===== src/design/ctts_pkg.sv =====
package ctts_pkg;

  localparam int unsigned MaxTasksDef = 16;

  typedef enum logic [1:0] {
    OpAdd      = 2'd0,
    OpDispatch = 2'd1,
    OpComplete = 2'd2,
    OpReserved = 2'd3
  } opcode_t;

  typedef enum logic [1:0] {
    OutFinished = 2'd0,
    OutYielded  = 2'd1,
    OutBlocked  = 2'd2
  } outcome_t;

  typedef enum logic [1:0] {
    StatOk     = 2'd0,
    StatFull   = 2'd1,
    StatSeqErr = 2'd2
  } status_t;

  typedef struct packed {
    logic [4:0]  pad;
    logic [1:0]  outcome;
    logic        unblock_on_pass;
    logic [31:0] handler_id;
  } in_data_t;

  typedef struct packed {
    logic [2:0]  pad;
    logic [4:0]  task_count;
    logic        pass_done;
    logic [31:0] run_handler;
    logic [3:0]  task_id;
    logic        dispatched;
    status_t     status;
  } out_data_t;

  typedef logic [3:0] step_t;

  localparam step_t StFetch   = 4'd0;
  localparam step_t StAdd     = 4'd1;
  localparam step_t StDisp    = 4'd2;
  localparam step_t StCpl     = 4'd3;
  localparam step_t StSeqErr  = 4'd4;
  localparam step_t StUnblk   = 4'd5;
  localparam step_t StProbe   = 4'd6;
  localparam step_t StPass    = 4'd7;
  localparam step_t StHit     = 4'd8;
  localparam step_t StCplSel  = 4'd9;
  localparam step_t StShiftRd = 4'd10;
  localparam step_t StShiftWr = 4'd11;
  localparam step_t StRemove  = 4'd12;
  localparam step_t StMark    = 4'd13;

  typedef enum logic [3:0] {
    ActNone,
    ActAdd,
    ActSeqErr,
    ActScanInit,
    ActUnblock,
    ActProbe,
    ActPass,
    ActDisp,
    ActCplInit,
    ActShiftRd,
    ActShiftWr,
    ActRemove,
    ActMark
  } act_t;

  typedef enum logic [2:0] {
    CondAlways,
    CondAccept,
    CondRunning,
    CondCplBad,
    CondScanEnd,
    CondReady,
    CondFinished,
    CondShiftDone
  } cond_t;

  typedef struct packed {
    act_t  act;
    cond_t cond;
    step_t jt;
    step_t jf;
  } uword_t;

  // A taken jump from the fetch step lands on StAdd plus the opcode.
  function automatic uword_t ucode(input step_t s);
    uword_t w;
    case (s)
      StFetch:   w = '{ActNone,     CondAccept,    StAdd,     StFetch};
      StAdd:     w = '{ActAdd,      CondAlways,    StFetch,   StFetch};
      StDisp:    w = '{ActScanInit, CondRunning,   StSeqErr,  StUnblk};
      StCpl:     w = '{ActCplInit,  CondCplBad,    StSeqErr,  StCplSel};
      StSeqErr:  w = '{ActSeqErr,   CondAlways,    StFetch,   StFetch};
      StUnblk:   w = '{ActUnblock,  CondScanEnd,   StPass,    StProbe};
      StProbe:   w = '{ActProbe,    CondReady,     StHit,     StUnblk};
      StPass:    w = '{ActPass,     CondAlways,    StFetch,   StFetch};
      StHit:     w = '{ActDisp,     CondAlways,    StFetch,   StFetch};
      StCplSel:  w = '{ActNone,     CondFinished,  StShiftRd, StMark};
      StShiftRd: w = '{ActShiftRd,  CondShiftDone, StRemove,  StShiftWr};
      StShiftWr: w = '{ActShiftWr,  CondAlways,    StShiftRd, StShiftRd};
      StRemove:  w = '{ActRemove,   CondAlways,    StFetch,   StFetch};
      StMark:    w = '{ActMark,     CondAlways,    StFetch,   StFetch};
      default:   w = '{ActNone,     CondAlways,    StFetch,   StFetch};
    endcase
    return w;
  endfunction

endpackage


===== src/design/cooperative_task_table_scheduler.sv =====
// Each accepted word runs through microcode steps: add, reserved opcode (sequence error), dispatch
// with an unblock and a probe step per entry scanned up to a hit or a pass, and complete, which
// shifts with a read and a write step per entry on finish, or marks on yield or block. A result step
// waits while the previous result word is still held on the output. One command is in flight;
// the next word is taken only once the result is registered and the fetch step is reached.
// Synchronous active-low reset clears the table to empty, the cursor and the running task.
module cooperative_task_table_scheduler #(
  parameter int unsigned MAX_TASKS = ctts_pkg::MaxTasksDef
) (
  input  logic                clk,
  input  logic                rst_n,
  input  logic                in_tvalid,
  output logic                in_tready,
  input  ctts_pkg::in_data_t  in_tdata,  // handler_id, unblock_on_pass, outcome
  input  logic [1:0]          in_tuser,  // opcode
  output logic                out_tvalid,
  input  logic                out_tready,
  output ctts_pkg::out_data_t out_tdata  // status, dispatched, task_id, run_handler,
                                         // pass_done, task_count
);

  import ctts_pkg::*;

  localparam int unsigned IdxW = (MAX_TASKS > 1) ? $clog2(MAX_TASKS) : 1;
  localparam int unsigned CntW = $clog2(MAX_TASKS + 1);
  localparam logic [CntW-1:0] MaxCnt = CntW'(MAX_TASKS);

  step_t               step_r, step_nxt;
  logic [CntW-1:0]     live_r, live_nxt;
  logic [CntW-1:0]     cursor_r, cursor_nxt;
  logic [IdxW-1:0]     run_r, run_nxt;
  logic                running_r, running_nxt;
  logic [CntW-1:0]     idx_r, idx_nxt;
  logic [MAX_TASKS-1:0] blk_r, blk_nxt;
  logic [MAX_TASKS-1:0] auto_r, auto_nxt;
  out_data_t           out_r, out_nxt;
  logic                out_valid_r, out_valid_nxt;

  logic [31:0]         hid_r;
  logic                unb_r;
  logic [1:0]          outc_r;

  logic [31:0]         hmem [MAX_TASKS];
  logic [31:0]         rdata_r;
  logic                mem_we, mem_re;
  logic [IdxW-1:0]     mem_waddr, mem_raddr;
  logic [31:0]         mem_wdata;

  uword_t              uw;
  logic                is_res, res_hold, cond_true, scan_end;
  logic [IdxW-1:0]     idx_i, live_i;
  logic [CntW-1:0]     idx_plus;
  logic                res_load, res_disp, res_pass;
  status_t             res_status;
  logic [IdxW-1:0]     res_id;
  logic [31:0]         res_handler;
  logic [IdxW+3:0]     id_ext;
  logic [CntW+4:0]     cnt_ext;

  assign in_tready  = (step_r == StFetch) && rst_n;
  assign out_tvalid = out_valid_r;
  assign out_tdata  = out_r;

  assign uw       = ucode(step_r);
  assign idx_i    = idx_r[IdxW-1:0];
  assign live_i   = live_r[IdxW-1:0];
  assign idx_plus = idx_r + 1'b1;
  assign scan_end = (idx_r >= live_r);
  assign is_res   = (uw.act == ActAdd) || (uw.act == ActSeqErr) || (uw.act == ActPass) ||
                    (uw.act == ActDisp) || (uw.act == ActRemove) || (uw.act == ActMark);
  assign res_hold = is_res && out_valid_r && !out_tready;
  assign id_ext   = {4'b0, res_id};
  assign cnt_ext  = {5'b0, live_nxt};

  always_comb begin
    case (uw.cond)
      CondAlways:    cond_true = 1'b1;
      CondAccept:    cond_true = in_tvalid && in_tready;
      CondRunning:   cond_true = running_r;
      CondCplBad:    cond_true = !running_r || (CntW'(run_r) >= live_r);
      CondScanEnd:   cond_true = scan_end;
      CondReady:     cond_true = !blk_r[idx_i];
      CondFinished:  cond_true = (outc_r == OutFinished);
      CondShiftDone: cond_true = ({1'b0, idx_r} + 1'b1) >= {1'b0, live_r};
      default:       cond_true = 1'b0;
    endcase
  end

  always_comb begin
    step_nxt      = step_r;
    live_nxt      = live_r;
    cursor_nxt    = cursor_r;
    run_nxt       = run_r;
    running_nxt   = running_r;
    idx_nxt       = idx_r;
    blk_nxt       = blk_r;
    auto_nxt      = auto_r;
    out_nxt       = out_r;
    out_valid_nxt = out_valid_r;
    mem_we        = 1'b0;
    mem_waddr     = live_i;
    mem_wdata     = hid_r;
    mem_re        = 1'b0;
    mem_raddr     = idx_i;
    res_load      = 1'b0;
    res_status    = StatOk;
    res_disp      = 1'b0;
    res_pass      = 1'b0;
    res_id        = '0;
    res_handler   = '0;

    if (out_valid_r && out_tready) begin
      out_valid_nxt = 1'b0;
    end

    if (!res_hold) begin
      step_nxt = cond_true ? uw.jt : uw.jf;
      if ((uw.cond == CondAccept) && cond_true) begin
        step_nxt = uw.jt + step_t'(in_tuser);
      end

      case (uw.act)
        ActAdd: begin
          res_load = 1'b1;
          if (live_r >= MaxCnt) begin
            res_status = StatFull;
          end else begin
            mem_we           = 1'b1;
            blk_nxt[live_i]  = 1'b0;
            auto_nxt[live_i] = unb_r;
            live_nxt         = live_r + 1'b1;
            res_id           = live_i;
          end
        end
        ActSeqErr: begin
          res_load   = 1'b1;
          res_status = StatSeqErr;
        end
        ActScanInit: begin
          idx_nxt = cursor_r;
        end
        ActUnblock: begin
          if (!scan_end && blk_r[idx_i] && auto_r[idx_i]) begin
            blk_nxt[idx_i] = 1'b0;
          end
        end
        ActProbe: begin
          if (!blk_r[idx_i]) begin
            cursor_nxt  = idx_r;
            run_nxt     = idx_i;
            running_nxt = 1'b1;
            mem_re      = 1'b1;
          end else begin
            idx_nxt = idx_plus;
          end
        end
        ActPass: begin
          cursor_nxt = '0;
          res_load   = 1'b1;
          res_pass   = 1'b1;
        end
        ActDisp: begin
          res_load    = 1'b1;
          res_disp    = 1'b1;
          res_id      = run_r;
          res_handler = rdata_r;
        end
        ActCplInit: begin
          idx_nxt = CntW'(run_r);
        end
        ActShiftRd: begin
          mem_re    = 1'b1;
          mem_raddr = idx_plus[IdxW-1:0];
        end
        ActShiftWr: begin
          mem_we    = 1'b1;
          mem_waddr = idx_i;
          mem_wdata = rdata_r;
          idx_nxt   = idx_plus;
        end
        ActRemove: begin
          for (int k = 0; k < int'(MAX_TASKS) - 1; k++) begin
            if ((k >= int'(run_r)) && (k + 1 < int'(live_r))) begin
              blk_nxt[k]  = blk_r[k+1];
              auto_nxt[k] = auto_r[k+1];
            end
          end
          live_nxt    = live_r - 1'b1;
          cursor_nxt  = CntW'(run_r);
          run_nxt     = '0;
          running_nxt = 1'b0;
          res_load    = 1'b1;
          res_id      = run_r;
        end
        ActMark: begin
          blk_nxt[run_r] = (outc_r == OutBlocked);
          running_nxt    = 1'b0;
          cursor_nxt     = CntW'(run_r) + 1'b1;
          res_load       = 1'b1;
          res_id         = run_r;
        end
        default: begin
        end
      endcase
    end

    if (res_load) begin
      out_valid_nxt       = 1'b1;
      out_nxt.pad         = '0;
      out_nxt.status      = res_status;
      out_nxt.dispatched  = res_disp;
      out_nxt.task_id     = id_ext[3:0];
      out_nxt.run_handler = res_handler;
      out_nxt.pass_done   = res_pass;
      out_nxt.task_count  = cnt_ext[4:0];
    end
  end

  always_ff @(posedge clk) begin
    if (!rst_n) begin
      step_r      <= StFetch;
      live_r      <= '0;
      cursor_r    <= '0;
      run_r       <= '0;
      running_r   <= 1'b0;
      blk_r       <= '0;
      out_valid_r <= 1'b0;
    end else begin
      step_r      <= step_nxt;
      live_r      <= live_nxt;
      cursor_r    <= cursor_nxt;
      run_r       <= run_nxt;
      running_r   <= running_nxt;
      blk_r       <= blk_nxt;
      out_valid_r <= out_valid_nxt;
    end
  end

  always_ff @(posedge clk) begin
    idx_r  <= idx_nxt;
    auto_r <= auto_nxt;
    out_r  <= out_nxt;
    if (in_tvalid && in_tready) begin
      hid_r  <= in_tdata.handler_id;
      unb_r  <= in_tdata.unblock_on_pass;
      outc_r <= in_tdata.outcome;
    end
  end

  always_ff @(posedge clk) begin
    if (mem_we) begin
      hmem[mem_waddr] <= mem_wdata;
    end
    if (mem_re) begin
      rdata_r <= hmem[mem_raddr];
    end
  end

endmodule


===== config.mk =====
export PLATFORM = sky130hd
export DESIGN_NAME = cooperative_task_table_scheduler
export DESIGN_NICKNAME = d
export VERILOG_FILES = /design/src/design/ctts_pkg.sv /design/src/design/cooperative_task_table_scheduler.sv
export SDC_FILE = /design/constraint.sdc
export NUM_CORES = 1
export LEC_CHECK = 0
export BUFFER_PORTS_ARGS = -buffer_cell sky130_fd_sc_hd__buf_2
export CAP_MARGIN = 20
export CORE_ASPECT_RATIO = 0.6
export CORE_MARGIN = 3
export CORE_UTILIZATION = 30
export DETAILED_ROUTE_END_ITERATION = 16
export SLEW_MARGIN = 20
export SYNTH_ARGS = -nofsm -noshare
export SYNTH_HDL_FRONTEND = slang
export SYNTH_SLANG_ARGS = --single-unit

===== constraint.sdc =====
create_clock -name clk -period 5.7 [get_ports clk]
set_input_delay 0.285 -clock clk [delete_from_list [all_inputs] [get_ports clk]]
set_output_delay 0.285 -clock clk [all_outputs]
set_load 0.02 [all_outputs]

==> results.sh, run 1 <==
export IMPL_status="completed"
export IMPL_share_of_cells_above_drive_strength_1=0.244
export IMPL_whs_endpoint="blk_r[10]$_SDFFE_PN0P_"
export IMPL_synth_async_sr_flop_share=0
export IMPL_cpPeakStageDelay_ns=0.75
export IMPL_hold_viol_final=0
export IMPL_timing_critical_path_slowest_stage_cell="edfxtp_1"
export IMPL_grt_max_degree=68
export IMPL_dr_vias_cell=5.17
export IMPL_wire_per_inst_um=23.5
export IMPL_fin_crit_sh=0.893
export IMPL_synth_compound_gate_area_share=0.0581
export IMPL_clk_skew_ns=0.0330
export IMPL_final_weighted_congestion_in_routability_driven_placement=0.912
export IMPL_ys_warnings_count=0
export IMPL_startpoint_type="register"
export IMPL_mostFrequentLayoutCells="645 x edfxtp_1, 166 x mux4_2, 116 x nand2_1"
export IMPL_synthDistinctLibCells=72
export IMPL_num_vias=16785
export IMPL_worst_path_dominant_cell_family="simple AND/OR/NAND/NOR gates"
export IMPL_crit_type="register to register"
export IMPL_grt_antenna_before_repair=0
export IMPL_io_pins=96
export IMPL_min_delay_path_depth=2
export IMPL_holdCritStartpoint="rst_n"
export IMPL_initialDrtViolationCount=1936
export IMPL_cts_inserted_buffers=70
export IMPL_drc=0
export IMPL_cp_num_buf_inv=2
export IMPL_power_leakage_nw=11.0
export IMPL_core_area_mm2=0.0965
export IMPL_worst_skew_pair_later_pin_latency_ns=0.63
export IMPL_rows=88
export IMPL_rrSetupSlack_ns=0.61
export IMPL_number_of_flops_mapped_to_enable_cells_by_yosys=645
export IMPL_synth_seq_area_share=0.696
export IMPL_post_layout_nonfiller_instances=3246
export IMPL_setup_ws_ns=0.608
export IMPL_cts_resized=0
export IMPL_min_delay_path_class="input pin to register"
export IMPL_final_net_count=1967
export IMPL_dpl_cell_count=3083
export IMPL_finalMaxSlewViolations=0
export IMPL_power_mw=15.0
export IMPL_reg2reg_to="uw[0]$_DFF_P_"
export IMPL_cts_root_buf="clkbuf_16"
export IMPL_clock_path_buffers=3
export IMPL_worst_ep_arrival_time_ns=5.61
export IMPL_setup_viol=0
export IMPL_path_max_fanout=10
export IMPL_postSynthCellCount=1734
export IMPL_most_common_cell_after_layout_fill_and_taps_aside="edfxtp_1"
export IMPL_fp_dieH_um=248
export IMPL_slew_headroom=0.244
export IMPL_floorplan_initialDensity=0.304
export IMPL_reg2reg_from="idx_r[1]$_DFFE_PP_"
export IMPL_drt_wl_total_mm=76.4
export IMPL_peakVddDrop_uv=286
export IMPL_clkSinkCount=696
export IMPL_detailed_place_hpwl_mm=45.7
export IMPL_clk_transition_reported_paths_ns=0.06
export IMPL_timing_critical_path_to_type="register"
export IMPL_grt_setup_unrepaired="no"
export IMPL_multiplexer_fraction_of_the_synthesized_cell_area=0.148
export IMPL_hold_worst_slack_ns=0.168
export IMPL_synth_xor_area_frac=0.00299
export IMPL_globalRoute_totalOverflow=0
export IMPL_syn_area_mm2=0.0293
export IMPL_synth_fa_ha_area_frac=0.0156
export IMPL_power_density_mw_per_mm2=438
export IMPL_timing_fmax_mhz=196
export IMPL_grt_usage=0.151
export IMPL_path_cells="inv_1 -> ha_1 -> ha_1 -> a21boi_0 -> o211ai_1 -> o311ai_0 -> or4_1 -> nor2_1 -> a211oi_1 -> o21ai_1 -> nand2_1 -> ha_1 -> inv_1 -> or2_2 -> a32o_1"
export IMPL_die_width_um=409
export IMPL_synth_top_family_by_area="multiplexers"
export IMPL_cap_viol_max_count=0
export IMPL_synth_simple_gate_area_share=0.0602
export IMPL_placement_setup_worst_slack_ns=0.770
export IMPL_ys_seq_elements=696
export IMPL_timing_critical_path_required_ns=6.22
export IMPL_timing_critical_path_mode_cell="ha_1"
export IMPL_worstMarginPinSlew_ns=1.12
export IMPL_postRouteAntennaNets=0
export IMPL_final_setup_tns_ns=0
export IMPL_design_die_area_mm2=0.102
export IMPL_post_synth_cell_area_avg_um2=16.9
export IMPL_ff_to_ff_path_depth=15
export IMPL_final_critical_delay_including_setup_and_external_delays_ns=5.09
export IMPL_grt_first_pass_wirelength_mm=115
export IMPL_first_pass_iters=5
export IMPL_synth_ff_type="edfxtp_1"
export IMPL_syn2layout_area_growth_pct=16.8
export IMPL_number_of_global_route_vias_before_repair=16792
export IMPL_h_tree_depth_reported_by_cts=3
export IMPL_io_buffers=87
export IMPL_tritoncts_clock_tree="yes"
## power by group
group	internal, mW	switching [mW]
clock network	2.54	2.00
registers	6.35	0.280
logic	1.39	2.42
total	10.3	4.70
## repair_timing
action                     in CTS  in global routing
hold endpoints to repair       35                  0
setup endpoints to repair       0                  0
buffers inserted                0                  0
hold buffers                   35                  0
## cells by family (layout without fill, tap and decap cells)
family / count (synthesis) / in the layout
other cells: 1 / 4
buf+inv: 136 / 340
flops: 696 / 696
mux: 222 / 222
xor+xnor: 10 / 10
fa+ha+maj: 36 / 36
simple gates: 374 / 374
compound gates: 259 / 259
## layer usage
metal / wire, um / GRT usage / vias to the layer above
met4: 1530 / 0.0376 / 0
met5: 0 / 0 / -
li1: - / - / 7232
met1: 35500 / 0.229 / 8766
met3: 5590 / 0.0273 / 103
met2: 33800 / 0.223 / 684
## state kept, by name, indices dropped and copies added (netlist names)
register    flops
running_r       1
unb_r           1
run_r           4
rdata_r        32
hid_r          32
outc_r          2
step_r          4
out_tdata      45
cursor_r        5
out_tvalid      1
hmem          512
blk_r          16
idx_r           5
uw             15
auto_r         16
live_r          5
## worst max-delay path by stage
stage	cells past startpoint	to	from	slack (ns)
2_1_floorplan	17	uw[0]$_DFF_P_	idx_r[0]$_DFFE_PP_	1.40
3_3_place_gp	16	uw[0]$_DFF_P_	idx_r[1]$_DFFE_PP_	0.77
3_5_place_dp	15	uw[0]$_DFF_P_	idx_r[1]$_DFFE_PP_	0.77
4_1_cts	15	uw[0]$_DFF_P_	idx_r[1]$_DFFE_PP_	0.74
5_1_grt	15	uw[0]$_DFF_P_	idx_r[1]$_DFFE_PP_	0.38
6_report	15	uw[0]$_DFF_P_	idx_r[1]$_DFFE_PP_	0.61
## cell usage after synthesis, drive strengths merged, types with 3 or more instances
library cell | number | area [um2]
a211o | 3 | 26.3
a211oi | 13 | 103
a21boi | 5 | 37.5
a21oi | 92 | 464
a221o | 4 | 40.0
a221oi | 5 | 43.8
a22oi | 12 | 90.1
a31oi | 15 | 93.8
a32o | 3 | 30.0
a32oi | 3 | 26.3
and2 | 45 | 282
and3 | 4 | 25.0
buf | 31 | 155
clkbuf | 69 | 259
clkinv | 4 | 15.0
dfxtp | 51 | 1020
edfxtp | 645 | 19400
ha | 35 | 438
inv | 32 | 120
mux2 | 34 | 383
mux2i | 22 | 220
mux4 | 166 | 3740
nand2 | 117 | 442
nand2b | 6 | 37.5
nand3 | 42 | 210
nor2 | 100 | 375
nor2b | 11 | 68.8
nor3 | 15 | 75.1
nor4 | 6 | 52.6
o211ai | 7 | 52.6
o21a | 3 | 22.5
o21ai | 37 | 185
o221ai | 3 | 26.3
o22ai | 4 | 25.0
o2bb2ai | 5 | 43.8
o31ai | 17 | 128
o41ai | 9 | 78.8
or2 | 5 | 31.3
or3 | 13 | 81.3
xnor2 | 8 | 70.1
## cell type report
class	count	area [um2]
fillers	9048	62200
flip-flops and latches	696	20400
multi-input cells	904	8560
clock buffers	85	1820
well taps	1305	1630
repair buffers	177	1260
clock inverters	42	428
inverters	36	135
diodes	1	2.50
## metrics by stage
step	util	instance area, um2
global route	0.355	34200
finish	0.355	34200
detailed placement	0.328	31600
floorplan	-	29300
global placement	0.328	31600
CTS	0.355	34200
Note: power is estimated with default switching activity, not from simulation.
==> inputs of run 2 (changes only) <==
--- a/config.mk
+++ b/config.mk
@@ -11,6 +11,7 @@
 export CORE_MARGIN = 3
 export CORE_UTILIZATION = 30
 export DETAILED_ROUTE_END_ITERATION = 16
+export REMOVE_ABC_BUFFERS = 1
 export SLEW_MARGIN = 20
 export SYNTH_ARGS = -nofsm -noshare
 export SYNTH_HDL_FRONTEND = slang
==> run 2 against run 1 <==
Against the previous run: first-iteration DRC count is 4.7% lower; via count is 0.58% lower; clock power is 9.9% higher; critical endpoint unchanged; largest power group unchanged.
==> results.sh, run 2 (same netlist as run 1, synthesis figures left out) <==
export IMPL_path_max_fanout=13
export IMPL_initialDrtViolationCount=1845
export IMPL_floorplan_initialDensity=0.304
export IMPL_min_delay_path_class="input pin to register"
export IMPL_die_width_um=409
export IMPL_design_die_area_mm2=0.102
export IMPL_cts_repair_timing_setup_buffer_count=0
export IMPL_setup_viol=0
export IMPL_util_after_layout=0.357
export IMPL_cts_inserted_buffers=70
export IMPL_tritoncts_clock_tree="yes"
export IMPL_power_mw=15.4
export IMPL_finish_instance_area_mm2=0.0344
export IMPL_dpl_cell_count=3074
export IMPL_first_pass_iters=5
export IMPL_clk_transition_reported_paths_ns=0.06
export IMPL_core_area_mm2=0.0965
export IMPL_clk_skew_ns=0.0467
export IMPL_crit_type="register to register"
export IMPL_postRouteAntennaNets=0
export IMPL_largest_register="hmem"
export IMPL_rows=88
export IMPL_most_common_cell_after_layout_fill_and_taps_aside="edfxtp_1"
export IMPL_startpoint_type="register"
export IMPL_clkSinkCount=696
export IMPL_fin_crit_sh=0.838
export IMPL_num_vias=16688
export IMPL_share_of_cells_above_drive_strength_1=0.247
export IMPL_worst_ep_arrival_time_ns=5.29
export IMPL_clock_path_buffers=3
export IMPL_final_weighted_congestion_in_routability_driven_placement=0.911
export IMPL_h_tree_depth_reported_by_cts=3
export IMPL_timing_critical_path_to_type="register"
export IMPL_timing_fmax_mhz=209
export IMPL_number_of_global_route_vias_before_repair=16690
export IMPL_cap_viol_max_count=0
export IMPL_drt_wl_total_mm=76.1
export IMPL_final_critical_delay_including_setup_and_external_delays_ns=4.78
export IMPL_mostFrequentLayoutCells="645 x edfxtp_1, 166 x mux4_2, 116 x nand2_1"
export IMPL_status="completed"
export IMPL_grt_max_degree=129
export IMPL_timing_critical_path_required_ns=6.21
export IMPL_wire_per_inst_um=23.5
export IMPL_final_net_count=1960
export IMPL_grt_setup_unrepaired="no"
export IMPL_worstMarginPinSlew_ns=1.08
export IMPL_dr_vias_cell=5.15
export IMPL_io_buffers=87
export IMPL_dpl_instance_area_mm2=0.0315
export IMPL_globalRoute_totalOverflow=0
export IMPL_final_fill_count=9051
export IMPL_grt_first_pass_wirelength_mm=113
export IMPL_drc=0
export IMPL_largest_register_ff_count=512
export IMPL_fp_dieH_um=248
export IMPL_detailed_place_hpwl_mm=44.1
export IMPL_worst_skew_pair_later_pin_latency_ns=0.62
export IMPL_power_density_mw_per_mm2=448
export IMPL_peakVddDrop_uv=288
export IMPL_post_layout_nonfiller_instances=3241
export IMPL_syn2layout_area_growth_pct=17.4
export IMPL_grt_usage=0.149
export IMPL_finalMaxSlewViolations=0
export IMPL_hold_viol_final=0
export IMPL_grt_antenna_before_repair=2
export IMPL_slew_headroom=0.276
export IMPL_power_leakage_nw=11.1
export IMPL_cts_root_buf="clkbuf_16"
export IMPL_io_pins=96
## run 2: cell count changes in the layout (fill, tap and decap cells not counted), sizes merged, moves of 2 or more
cell,delta
bufinv,+10
buf,-7
clkinv,-6
clkbuf,-2
inv,-2
## run 2: report_power, final
group | total, mW | internal (mW) | leakage (nW) | switching (mW)
sequential | 6.62 | 6.35 | 6.29 | 0.266
combinational | 3.80 | 1.38 | 3.56 | 2.42
clock | 4.99 | 3.03 | 1.21 | 1.96
total | 15.4 | 10.8 | 11.1 | 4.64
## run 2: critical path, stage by stage, from the launching register on
cell,delay [ns]
dfxtp_1,0.61
clkinv_1,0.46
ha_1,0.44
and3_1,0.15
o211ai_1,0.10
o311ai_0,0.28
or4_1,0.70
nor2_1,0.38
a211oi_1,0.16
o21ai_1,0.31
nand2_1,0.10
ha_1,0.36
inv_1,0.09
or2_2,0.30
a32o_1,0.24
## run 2: timing repair
item,in CTS,in global routing
gates resized for setup,0,0
endpoints found under the hold margin,35,0
hold buffers,35,0
## run 2: area by class of cell
type,instances,area [um2],share of cell area
Inverter,36,135,0.00393
Antenna cell,2,5.00,0.000145
Tap cell,1305,1630,0.0475
Clock inverter,45,627,0.0182
Clock buffer,83,1860,0.0542
Sequential cell,696,20400,0.593
Timing Repair Buffer,170,1190,0.0346
Multi-Input combinational cell,904,8560,0.249
## run 2: stage by stage
stage	setup TNS (ns)	hold slack, ns	setup slack [ns]
5_1_grt	0	0.177	0.689
4_1_cts	0	0.144	0.988
3_5_place_dp	0	0.448	1.05
3_3_place_gp	0	0.447	1.03
2_1_floorplan	-265.74	0.384	-8.30
6_report	0	0.187	0.921
## run 2: worst paths after layout
| check | cells past startpoint | slack [ns] | endpoint | from |
|---|---|---|---|---|
| worst max-delay path | 14 | 0.92 | uw[0]$_DFF_P_ | live_r[4]$_SDFF_PN0_ |
| worst max register to register | 14 | 0.92 | uw[0]$_DFF_P_ | live_r[4]$_SDFF_PN0_ |
| worst min register to register | 2 | 0.46 | cursor_r[2]$_SDFFE_PN0P_ | cursor_r[2]$_SDFFE_PN0P_ |
| worst min-delay path | 2 | 0.19 | out_tvalid$_SDFFE_PN0P_ | rst_n |
## run 2: per-layer routing
metal	track usage	share of wire	vias to the layer above
li1	-	-	7213
met1	0.216	0.46	8734
met2	0.226	0.45	629
met3	0.0302	0.070	112
met4	0.0417	0.023	0
met5	0	0	-
